**config.mk**
```make
export PLATFORM = sky130hd
export DESIGN_NAME = grid_anchor_generator
export DESIGN_NICKNAME = d
export VERILOG_FILES = /design/src/hw/rtl/gag_pkg.sv /design/src/hw/rtl/grid_anchor_generator.sv /design/src/hw/rtl/gag_table.sv /design/src/hw/rtl/gag_seq.sv /design/src/hw/rtl/gag_box.sv
export SDC_FILE = /design/constraint.sdc
export NUM_CORES = 2
export LEC_CHECK = 0
export BUFFER_PORTS_ARGS = -buffer_cell sky130_fd_sc_hd__buf_4
export CAP_MARGIN = 30
export CELL_PAD_IN_SITES_DETAIL_PLACEMENT = 1
export CELL_PAD_IN_SITES_GLOBAL_PLACEMENT = 1
export CORE_UTILIZATION = 58
export DETAILED_ROUTE_END_ITERATION = 10
export HOLD_SLACK_MARGIN = 0.06
export PLACE_DENSITY = 0.94
export SETUP_SLACK_MARGIN = 0.05
export SLEW_MARGIN = 20
export SYNTH_ARGS = -nofsm -noshare
export SYNTH_HDL_FRONTEND = slang
export SYNTH_SLANG_ARGS = --single-unit
export TNS_END_PERCENT = 1
```
**constraint.sdc**
```tcl
create_clock -name i_clk -period 15.95 [get_ports i_clk]
set_input_delay 1.595 -clock i_clk [delete_from_list [all_inputs] [get_ports i_clk]]
set_output_delay 1.595 -clock i_clk [all_outputs]
set_load 0.05 [all_outputs]
```
**src/hw/rtl/gag_pkg.sv**
```systemverilog
// shared types and constants for the grid anchor generator
package gag_pkg;

    localparam int MAX_ANCHORS_DEF = 16;
    localparam int SLOT_LIMIT      = 16;
    localparam int GRID_LIMIT      = 1024;
    localparam int EDGE_W          = 16;
    localparam int OFS_W           = 20;
    localparam int CALC_W          = 22;
    localparam int POS_W           = 10;
    localparam int SLOT_W          = 4;
    localparam int CNT_W           = 5;
    localparam int PADDR_W         = 5;

    localparam logic OP_LOAD = 1'b0;
    localparam logic OP_EMIT = 1'b1;

    localparam logic [2:0] REG_STRIDE      = 3'd0;
    localparam logic [2:0] REG_GRID_WIDTH  = 3'd1;
    localparam logic [2:0] REG_GRID_HEIGHT = 3'd2;
    localparam logic [2:0] REG_IMAGE_WIDTH = 3'd3;
    localparam logic [2:0] REG_IMAGE_HEIGHT = 3'd4;
    localparam logic [2:0] REG_STRADDLE    = 3'd5;
    localparam logic [2:0] REG_ANCHOR_CNT  = 3'd6;

    typedef logic signed [EDGE_W-1:0] t_edge;

    typedef struct packed {
        t_edge x_min;
        t_edge y_min;
        t_edge x_max;
        t_edge y_max;
    } t_box;

    typedef struct packed {
        logic [SLOT_W-1:0] slot;
        logic              last_loc;
        logic              last_map;
        logic [OFS_W-1:0]  dx;
        logic [OFS_W-1:0]  dy;
    } t_issue;

endpackage

```
**src/hw/rtl/grid_anchor_generator.sv**
```systemverilog
// top level of the grid anchor generator: config registers and item handshake
// Load up to 16 base anchor boxes first (opcode 0, one slot per item; slots at or beyond
// MAX_ANCHORS are dropped). Each emit item (opcode 1) steps a raster walk over the grid and
// yields anchor_count boxes, one per cycle from the table memory's single read port while
// the output takes them; anchor_count is clamped to 1..min(MAX_ANCHORS,16).
// The next item is taken in the cycle the last table read of an emit is issued; each result
// passes the read register, then the output register. Reading a slot never loaded returns
// undefined edges. Write registers only while no emit is in progress or pending at the output.
module grid_anchor_generator #(
    parameter int MAX_ANCHORS = gag_pkg::MAX_ANCHORS_DEF
) (
    input  logic                          i_clk,
    input  logic                          i_rst_n,
    input  logic                          psel,
    input  logic                          penable,
    input  logic                          pwrite,
    input  logic [gag_pkg::PADDR_W-1:0]   paddr,
    input  logic [31:0]                   pwdata,
    output logic [31:0]                   prdata,
    output logic                          pready,
    input  logic                          i_in_valid,
    output logic                          o_in_ready,
    input  logic                          i_opcode,
    input  logic [3:0]                    i_entry_index,
    input  logic signed [15:0]            i_in_x_min,
    input  logic signed [15:0]            i_in_y_min,
    input  logic signed [15:0]            i_in_x_max,
    input  logic signed [15:0]            i_in_y_max,
    output logic                          o_out_valid,
    input  logic                          i_out_ready,
    output logic [3:0]                    o_anchor_slot,
    output logic signed [15:0]            o_out_x_min,
    output logic signed [15:0]            o_out_y_min,
    output logic signed [15:0]            o_out_x_max,
    output logic signed [15:0]            o_out_y_max,
    output logic                          o_visible,
    output logic                          o_last_of_location,
    output logic                          o_last_of_map
);
    import gag_pkg::*;

    localparam int AW = (MAX_ANCHORS > 1) ? $clog2(MAX_ANCHORS) : 1;

    logic [8:0]        r_stride;
    logic [10:0]       r_grid_width;
    logic [10:0]       r_grid_height;
    logic [12:0]       r_image_width;
    logic [12:0]       r_image_height;
    logic [10:0]       r_straddle;
    logic [CNT_W-1:0]  r_anchor_count;

    logic              cfg_wr;
    logic [2:0]        cfg_idx;
    logic              in_acc;
    logic              start;
    logic              load;
    logic [AW+3:0]     wr_wide;
    t_box              wr_data;
    logic              busy;
    logic              last_issue;
    logic              rd_en;
    logic [AW-1:0]     rd_addr;
    t_box              rd_data;
    logic              s1_valid;
    t_issue            s1;
    logic              out_free;

    assign pready  = 1'b1;
    assign cfg_wr  = psel && penable && pwrite && pready;
    assign cfg_idx = paddr[PADDR_W-1:2];

    always_ff @(posedge i_clk) begin
        if (!i_rst_n) begin
            r_stride       <= 9'd16;
            r_grid_width   <= 11'd64;
            r_grid_height  <= 11'd64;
            r_image_width  <= 13'd1024;
            r_image_height <= 13'd1024;
            r_straddle     <= 11'd0;
            r_anchor_count <= CNT_W'(3);
        end else if (cfg_wr) begin
            unique case (cfg_idx)
                REG_STRIDE:       r_stride       <= pwdata[8:0];
                REG_GRID_WIDTH:   r_grid_width   <= pwdata[10:0];
                REG_GRID_HEIGHT:  r_grid_height  <= pwdata[10:0];
                REG_IMAGE_WIDTH:  r_image_width  <= pwdata[12:0];
                REG_IMAGE_HEIGHT: r_image_height <= pwdata[12:0];
                REG_STRADDLE:     r_straddle     <= pwdata[10:0];
                REG_ANCHOR_CNT:   r_anchor_count <= pwdata[CNT_W-1:0];
                default: begin
                end
            endcase
        end
    end

    always_comb begin
        unique case (cfg_idx)
            REG_STRIDE:       prdata = {23'd0, r_stride};
            REG_GRID_WIDTH:   prdata = {21'd0, r_grid_width};
            REG_GRID_HEIGHT:  prdata = {21'd0, r_grid_height};
            REG_IMAGE_WIDTH:  prdata = {19'd0, r_image_width};
            REG_IMAGE_HEIGHT: prdata = {19'd0, r_image_height};
            REG_STRADDLE:     prdata = {21'd0, r_straddle};
            REG_ANCHOR_CNT:   prdata = {{(32-CNT_W){1'b0}}, r_anchor_count};
            default:          prdata = 32'd0;
        endcase
    end

    assign o_in_ready = !busy || last_issue;
    assign in_acc     = i_in_valid && o_in_ready;
    assign start      = in_acc && (i_opcode == OP_EMIT);
    assign load       = in_acc && (i_opcode == OP_LOAD) &&
                        (7'(i_entry_index) < 7'(MAX_ANCHORS));
    assign wr_wide    = {{AW{1'b0}}, i_entry_index};

    assign wr_data.x_min = i_in_x_min;
    assign wr_data.y_min = i_in_y_min;
    assign wr_data.x_max = i_in_x_max;
    assign wr_data.y_max = i_in_y_max;

    gag_table #(
        .DEPTH (MAX_ANCHORS),
        .AW    (AW)
    ) u_table (
        .i_clk     (i_clk),
        .i_wr_en   (load),
        .i_wr_addr (wr_wide[AW-1:0]),
        .i_wr_data (wr_data),
        .i_rd_en   (rd_en),
        .i_rd_addr (rd_addr),
        .o_rd_data (rd_data)
    );

    gag_seq #(
        .MAX_ANCHORS (MAX_ANCHORS),
        .AW          (AW)
    ) u_seq (
        .i_clk          (i_clk),
        .i_rst_n        (i_rst_n),
        .i_start        (start),
        .i_stride       (r_stride),
        .i_grid_width   (r_grid_width),
        .i_grid_height  (r_grid_height),
        .i_anchor_count (r_anchor_count),
        .i_out_free     (out_free),
        .o_busy         (busy),
        .o_last_issue   (last_issue),
        .o_rd_en        (rd_en),
        .o_rd_addr      (rd_addr),
        .o_s1_valid     (s1_valid),
        .o_s1           (s1)
    );

    gag_box u_box (
        .i_clk              (i_clk),
        .i_rst_n            (i_rst_n),
        .i_s1_valid         (s1_valid),
        .i_s1               (s1),
        .i_base             (rd_data),
        .i_image_width      (r_image_width),
        .i_image_height     (r_image_height),
        .i_straddle_thresh  ($signed(r_straddle)),
        .i_out_ready        (i_out_ready),
        .o_out_free         (out_free),
        .o_out_valid        (o_out_valid),
        .o_anchor_slot      (o_anchor_slot),
        .o_out_x_min        (o_out_x_min),
        .o_out_y_min        (o_out_y_min),
        .o_out_x_max        (o_out_x_max),
        .o_out_y_max        (o_out_y_max),
        .o_visible          (o_visible),
        .o_last_of_location (o_last_of_location),
        .o_last_of_map      (o_last_of_map)
    );

endmodule

```
**src/hw/rtl/gag_table.sv**
```systemverilog
// base anchor table memory, one write port and one registered read port
module gag_table #(
    parameter int DEPTH = 16,
    parameter int AW    = 4
) (
    input  logic                i_clk,
    input  logic                i_wr_en,
    input  logic [AW-1:0]       i_wr_addr,
    input  gag_pkg::t_box       i_wr_data,
    input  logic                i_rd_en,
    input  logic [AW-1:0]       i_rd_addr,
    output gag_pkg::t_box       o_rd_data
);
    import gag_pkg::*;

    t_box r_mem [DEPTH];
    t_box r_rd_data;

    always_ff @(posedge i_clk) begin
        if (i_wr_en) begin
            r_mem[i_wr_addr] <= i_wr_data;
        end
    end

    always_ff @(posedge i_clk) begin
        if (i_rd_en) begin
            r_rd_data <= r_mem[i_rd_addr];
        end
    end

    assign o_rd_data = r_rd_data;

endmodule

```
**src/hw/rtl/gag_seq.sv**
```systemverilog
// raster walk, grid offsets and per-anchor table read sequencing
module gag_seq #(
    parameter int MAX_ANCHORS = 16,
    parameter int AW          = 4
) (
    input  logic                          i_clk,
    input  logic                          i_rst_n,
    input  logic                          i_start,
    input  logic [8:0]                    i_stride,
    input  logic [10:0]                   i_grid_width,
    input  logic [10:0]                   i_grid_height,
    input  logic [gag_pkg::CNT_W-1:0]     i_anchor_count,
    input  logic                          i_out_free,
    output logic                          o_busy,
    output logic                          o_last_issue,
    output logic                          o_rd_en,
    output logic [AW-1:0]                 o_rd_addr,
    output logic                          o_s1_valid,
    output gag_pkg::t_issue               o_s1
);
    import gag_pkg::*;

    localparam int CNT_LIMIT = (MAX_ANCHORS < SLOT_LIMIT) ? MAX_ANCHORS : SLOT_LIMIT;

    logic              r_busy;
    logic [SLOT_W-1:0] r_k;
    logic [POS_W-1:0]  r_row;
    logic [POS_W-1:0]  r_col;
    logic [OFS_W-1:0]  r_dx;
    logic [OFS_W-1:0]  r_dy;
    logic              r_end_map;
    logic              r_s1_valid;
    t_issue            r_s1;

    logic [10:0]         gw;
    logic [10:0]         gh;
    logic [CNT_W-1:0]    cnt;
    logic                end_col;
    logic                end_row;
    logic [18:0]         prod_x;
    logic [18:0]         prod_y;
    logic                s1_free;
    logic                issue;
    logic                last;
    logic [AW+SLOT_W-1:0] k_wide;

    always_comb begin
        gw = i_grid_width;
        if (i_grid_width == 11'd0) begin
            gw = 11'd1;
        end else if (i_grid_width > 11'(GRID_LIMIT)) begin
            gw = 11'(GRID_LIMIT);
        end
        gh = i_grid_height;
        if (i_grid_height == 11'd0) begin
            gh = 11'd1;
        end else if (i_grid_height > 11'(GRID_LIMIT)) begin
            gh = 11'(GRID_LIMIT);
        end
        cnt = i_anchor_count;
        if (i_anchor_count == CNT_W'(0)) begin
            cnt = CNT_W'(1);
        end else if (i_anchor_count > CNT_W'(CNT_LIMIT)) begin
            cnt = CNT_W'(CNT_LIMIT);
        end
    end

    assign end_col = ({1'b0, r_col} + 11'd1) >= gw;
    assign end_row = ({1'b0, r_row} + 11'd1) >= gh;
    assign prod_x  = r_col * i_stride;
    assign prod_y  = r_row * i_stride;

    assign s1_free = !r_s1_valid || i_out_free;
    assign issue   = r_busy && s1_free;
    assign last    = (({1'b0, r_k}) + CNT_W'(1)) == cnt;
    assign k_wide  = {{AW{1'b0}}, r_k};

    always_ff @(posedge i_clk) begin
        if (!i_rst_n) begin
            r_busy     <= 1'b0;
            r_k        <= '0;
            r_row      <= '0;
            r_col      <= '0;
            r_end_map  <= 1'b0;
            r_s1_valid <= 1'b0;
        end else begin
            if (issue) begin
                r_k <= r_k + SLOT_W'(1);
                if (last) begin
                    r_busy <= 1'b0;
                end
            end
            if (i_start) begin
                r_busy    <= 1'b1;
                r_k       <= '0;
                r_end_map <= end_col && end_row;
                if (end_col) begin
                    r_col <= '0;
                    r_row <= end_row ? '0 : r_row + POS_W'(1);
                end else begin
                    r_col <= r_col + POS_W'(1);
                end
            end
            if (issue) begin
                r_s1_valid <= 1'b1;
            end else if (i_out_free) begin
                r_s1_valid <= 1'b0;
            end
        end
    end

    always_ff @(posedge i_clk) begin
        if (i_start) begin
            r_dx <= {prod_x, 1'b0};
            r_dy <= {prod_y, 1'b0};
        end
        if (issue) begin
            r_s1.slot     <= r_k;
            r_s1.last_loc <= last;
            r_s1.last_map <= last && r_end_map;
            r_s1.dx       <= r_dx;
            r_s1.dy       <= r_dy;
        end
    end

    assign o_busy       = r_busy;
    assign o_last_issue = issue && last;
    assign o_rd_en      = issue;
    assign o_rd_addr    = k_wide[AW-1:0];
    assign o_s1_valid   = r_s1_valid;
    assign o_s1         = r_s1;

endmodule

```
**src/hw/rtl/gag_box.sv**
```systemverilog
// box shift, saturation, visibility test and output register
module gag_box (
    input  logic                        i_clk,
    input  logic                        i_rst_n,
    input  logic                        i_s1_valid,
    input  gag_pkg::t_issue             i_s1,
    input  gag_pkg::t_box               i_base,
    input  logic [12:0]                 i_image_width,
    input  logic [12:0]                 i_image_height,
    input  logic signed [10:0]          i_straddle_thresh,
    input  logic                        i_out_ready,
    output logic                        o_out_free,
    output logic                        o_out_valid,
    output logic [gag_pkg::SLOT_W-1:0]  o_anchor_slot,
    output logic signed [15:0]          o_out_x_min,
    output logic signed [15:0]          o_out_y_min,
    output logic signed [15:0]          o_out_x_max,
    output logic signed [15:0]          o_out_y_max,
    output logic                        o_visible,
    output logic                        o_last_of_location,
    output logic                        o_last_of_map
);
    import gag_pkg::*;

    function automatic logic signed [CALC_W-1:0] shift_edge(
        input t_edge            e,
        input logic [OFS_W-1:0] ofs
    );
        logic signed [CALC_W-1:0] a;
        logic signed [CALC_W-1:0] b;
        a = {{(CALC_W-EDGE_W){e[EDGE_W-1]}}, e};
        b = {{(CALC_W-OFS_W){1'b0}}, ofs};
        return a + b;
    endfunction

    function automatic t_edge sat_edge(input logic signed [CALC_W-1:0] v);
        t_edge r;
        r = v[EDGE_W-1:0];
        if (v > CALC_W'(signed'(32767))) begin
            r = 16'sh7FFF;
        end else if (v < -(CALC_W'(signed'(32768)))) begin
            r = 16'sh8000;
        end
        return r;
    endfunction

    logic                     r_valid;
    logic [SLOT_W-1:0]        r_slot;
    t_box                     r_box;
    logic                     r_visible;
    logic                     r_last_loc;
    logic                     r_last_map;

    logic signed [CALC_W-1:0] x0;
    logic signed [CALC_W-1:0] y0;
    logic signed [CALC_W-1:0] x1;
    logic signed [CALC_W-1:0] y1;
    logic signed [CALC_W-1:0] t_ext;
    logic signed [CALC_W-1:0] lim_lo;
    logic signed [CALC_W-1:0] lim_x;
    logic signed [CALC_W-1:0] lim_y;
    logic                     vis;
    logic                     out_free;

    always_comb begin
        x0     = shift_edge(i_base.x_min, i_s1.dx);
        y0     = shift_edge(i_base.y_min, i_s1.dy);
        x1     = shift_edge(i_base.x_max, i_s1.dx);
        y1     = shift_edge(i_base.y_max, i_s1.dy);
        t_ext  = {{(CALC_W-11){i_straddle_thresh[10]}}, i_straddle_thresh};
        lim_lo = -(t_ext <<< 1);
        lim_x  = ($signed({{(CALC_W-13){1'b0}}, i_image_width}) + t_ext) <<< 1;
        lim_y  = ($signed({{(CALC_W-13){1'b0}}, i_image_height}) + t_ext) <<< 1;
        vis    = i_straddle_thresh[10] ||
                 (x0 >= lim_lo && y0 >= lim_lo && x1 < lim_x && y1 < lim_y);
    end

    assign out_free = !r_valid || i_out_ready;

    always_ff @(posedge i_clk) begin
        if (!i_rst_n) begin
            r_valid <= 1'b0;
        end else if (out_free) begin
            r_valid <= i_s1_valid;
        end
    end

    always_ff @(posedge i_clk) begin
        if (out_free && i_s1_valid) begin
            r_slot       <= i_s1.slot;
            r_box.x_min  <= sat_edge(x0);
            r_box.y_min  <= sat_edge(y0);
            r_box.x_max  <= sat_edge(x1);
            r_box.y_max  <= sat_edge(y1);
            r_visible    <= vis;
            r_last_loc   <= i_s1.last_loc;
            r_last_map   <= i_s1.last_map;
        end
    end

    assign o_out_free         = out_free;
    assign o_out_valid        = r_valid;
    assign o_anchor_slot      = r_slot;
    assign o_out_x_min        = r_box.x_min;
    assign o_out_y_min        = r_box.y_min;
    assign o_out_x_max        = r_box.x_max;
    assign o_out_y_max        = r_box.y_max;
    assign o_visible          = r_visible;
    assign o_last_of_location = r_last_loc;
    assign o_last_of_map      = r_last_map;

endmodule

```
==> run summary <==
Max-cap violation count = 0
Die width = 334 um
Cell family with most CP delay = compound AO/OA/AOI/OAI gates
Slowest cell on crit path = o41ai_1
Final net count = 4853
Met3 routed WL = 28300 um
Later-pin clock latency in the skew report = 0.81 ns
Antenna Nets Post-Route = 0
CP max stage delay = 0.58 ns
Syn_area_per_cell = 15.6 um^2
Vias per cell = 7.19
Leak pwr = 25.5 nW
Pin count of the biggest net entering global routing = 134
Final slew viol count = 0
Final-report hold violation count = 0
Post-route clock skew = 0.0511 ns
Nature of the critical path startpoint = flop
Crit path time final = 6.45 ns
RePlAce Congestion = 0.915
Clk buf depth = 3
Pwr Total = 8.09 mW
Seq/Total Area, Yosys = 61.4%
Status = completed
Vias = 42600
Vias in the first global route = 44200
Synth Flop Type = edfxtp_1
H-tree levels = 4
Worst min path class = flop to flop
Drt wl/cell = 38.7 um
Worst path cell trace = ha_1, a211oi_1, nor2_1, o41ai_1, nor2b_1, o21ai_0, a21o_1, a41o_1, xnor2_1, inv_1, ha_1, a21o_1, a21o_1, a21o_1, a21o_1, a21o_1, a2111oi_0, o21ai_0, a31oi_1, a211oi_1
GRT Residual Overflow = 0
Setup violations, final = 0
Setup crit end kind = flop
EDFF count, synth = 1241
M1 WL = 74300 um
Tcrit/Tclk final = 40.4%
Layout cells sized above 1 = 18.8%
Crit Path Class = flop to flop
Iteration-0 DRC Markers = 6555
Ys async rst share = 0%
Initial antenna violation count = 31
Clk root buf = clkbuf_16
Sum Neg Setup Slack = 0 ns
Highest routed layer = met5
Starting density of the core = 58.6%
First-pass GRT wire length = 323000 um
1st-pass router iterations = 8
Worst path arrival time = 6.94 ns
Yosys reg bits = 1342
Slew of the pin with the lowest slew margin = 1.11 ns
Area grow syn2layout = 12.4%
CTS Buf Count = 137
Setup bufs post-CTS = 0
Worst VDD drop = 0.000179 V
Max_slew headroom = 25.5%
Register-to-register setup slack = 9.50 ns
Synth cell types = 86
Hpwl dp = 127000 um
Die H = 334 um
Worst Path Required = 16.44 ns
Die Footprint = 112000 um^2
Clock sinks = 1342
YS warnings = 0
CP max FO = 4
Post-synthesis cell area = 64000 um^2
Layout fillers = 9544
Pwr Density = 112 nW/um^2
Post_cts resized = 0
Met2 wire len = 108000 um
Residual DRC = 0
All-Layer GR Usage = 41.3%
Fmax = 0.155 GHz
Worst Path Buf+Inv = 1
TritonCTS clock tree = built
Number of I/O port buffers = 177
Most used cell, CP = a21o_1
Ports = 219
Core area = 109000 um^2
Row count = 121
CTS Hold Buffers Added = 0
RSZ-0062 raised after global routing = no
CTS clk-pin slew, worst paths = 0.07 ns
Mapped Cells = 4101
Post-layout util = 65.9%
WL final = 229000 um
-- routing by layer --
layer	up-vias	track usage [%]
li1	16100	-
met1	21400	47.9
met2	3928	65.3
met3	1147	13.5
met4	36	28.3
met5	-	1.91
-- report_power, final --
part	internal, mW	leakage [nW]	switching, mW	total, mW
Clock	1.82	2.14	1.49	3.31
Sequential	3.90	12.0	0.0435	3.94
Combinational	0.277	11.3	0.552	0.829
-- synthesized netlist by cell type (21+ instances only) --
library cell	number	share of area, %
nor2b_1	67	0.66
buf_1	37	0.22
mux4_2	325	11
a21boi_0	44	0.52
nor3_1	45	0.35
nand2b_1	27	0.26
inv_1	279	1.6
o21a_1	21	0.25
nor2_1	126	0.74
and3_1	31	0.30
a211oi_1	21	0.25
and2_1	85	0.83
xor2_1	64	0.88
a21o_1	66	0.77
xnor2_1	75	1.0
fa_1	120	3.8
a21oi_1	119	0.93
ha_1	294	5.7
nand3_1	48	0.38
clkbuf_1	126	0.74
o21ai_0	110	0.86
nand2_1	282	1.7
edfxtp_1	1241	58
dfxtp_1	101	3.2
a31oi_1	34	0.33
mux2i_1	54	0.84
-- cells by family (layout without fill, tap and decap cells) --
family                   Yosys count  count (layout)  synth area share [%]
buffers and inverters            471             780                  2.91
AND/OR/NAND/NOR                  800             800                  6.18
multiplexers                     386             386                  12.4
XOR/XNOR                         140             140                  1.94
AO/OA/AOI/OAI                    546             546                  5.63
flip-flops                      1342            1342                  61.4
adder cells (fa/ha/maj)          414             414                  9.50
other                              2              41                0.0117
-- state kept, by name, summed over array words and instances, names as in the netlist, 10 cells and up --
signal and flops:
u_table.r_mem 1024, u_table.o_rd_data 64, u_seq.o_s1 44, u_seq.r_dx 19
u_seq.r_dy 19, u_box.o_out_x_max 16, u_box.o_out_x_min 16, u_box.o_out_y_max 16
u_box.o_out_y_min 16, r_image_height 13, r_image_width 13, r_grid_height 11
r_grid_width 11, r_straddle 11, u_seq.r_col 10, u_seq.r_row 10
-- cell usage in the layout, fill, tap and decap left out, drive strengths merged, types with 119 or more instances in the layout --
master,count
edfxtp,1241
mux4,325
ha,294
nand2,282
inv,281
buf,251
clkbuf,179
nor2,126
fa,120
a21oi,119
-- worst register-to-register path: cells and delay by family, from the launching register on --
family	cells	cell delay [ns]
buffers and inverters	1	0.10
AND/OR/NAND/NOR	2	0.44
AO/OA/AOI/OAI	14	4.06
XOR/XNOR	1	0.39
flip-flops	1	0.54
adder cells (fa/ha/maj)	2	0.60
-- layout make-up --
type / instances / area, um^2 / area share [%]
Sequential cell: 1342 / 39300 / 54.7
Multi-Input combinational cell: 2306 / 23000 / 32.0
Clock buffer: 172 / 3670 / 5.10
Timing Repair Buffer: 258 / 2190 / 3.05
Tap cell: 1476 / 1850 / 2.57
Inverter: 281 / 1060 / 1.47
Clock inverter: 69 / 749 / 1.04
Antenna cell: 21 / 52.6 / 0.0731
-- worst paths after layout --
check / from / endpoint / cells after the start
worst max-delay path: u_seq.o_s1[2] / u_box.o_visible / 20
worst min-delay path: u_seq.r_dx[10] / u_seq.o_s1[30] / 0
worst max register to register: u_seq.o_s1[2] / u_box.o_visible / 20
worst min register to register: u_seq.r_dx[10] / u_seq.o_s1[30] / 0
-- metrics by stage --
stage	instances	instance area [um^2]	setup WS, ns	hold WS [ns]
finish	5925	71900	9.50	0.411
floorplan	4119	64000	8.50	0.400
CTS	5889	71600	9.73	0.411
detailed placement	5648	67200	9.88	0.406
global placement	5638	67000	9.82	0.401
global route	5914	71900	9.33	0.423
Power figures use the tool's default switching activity.
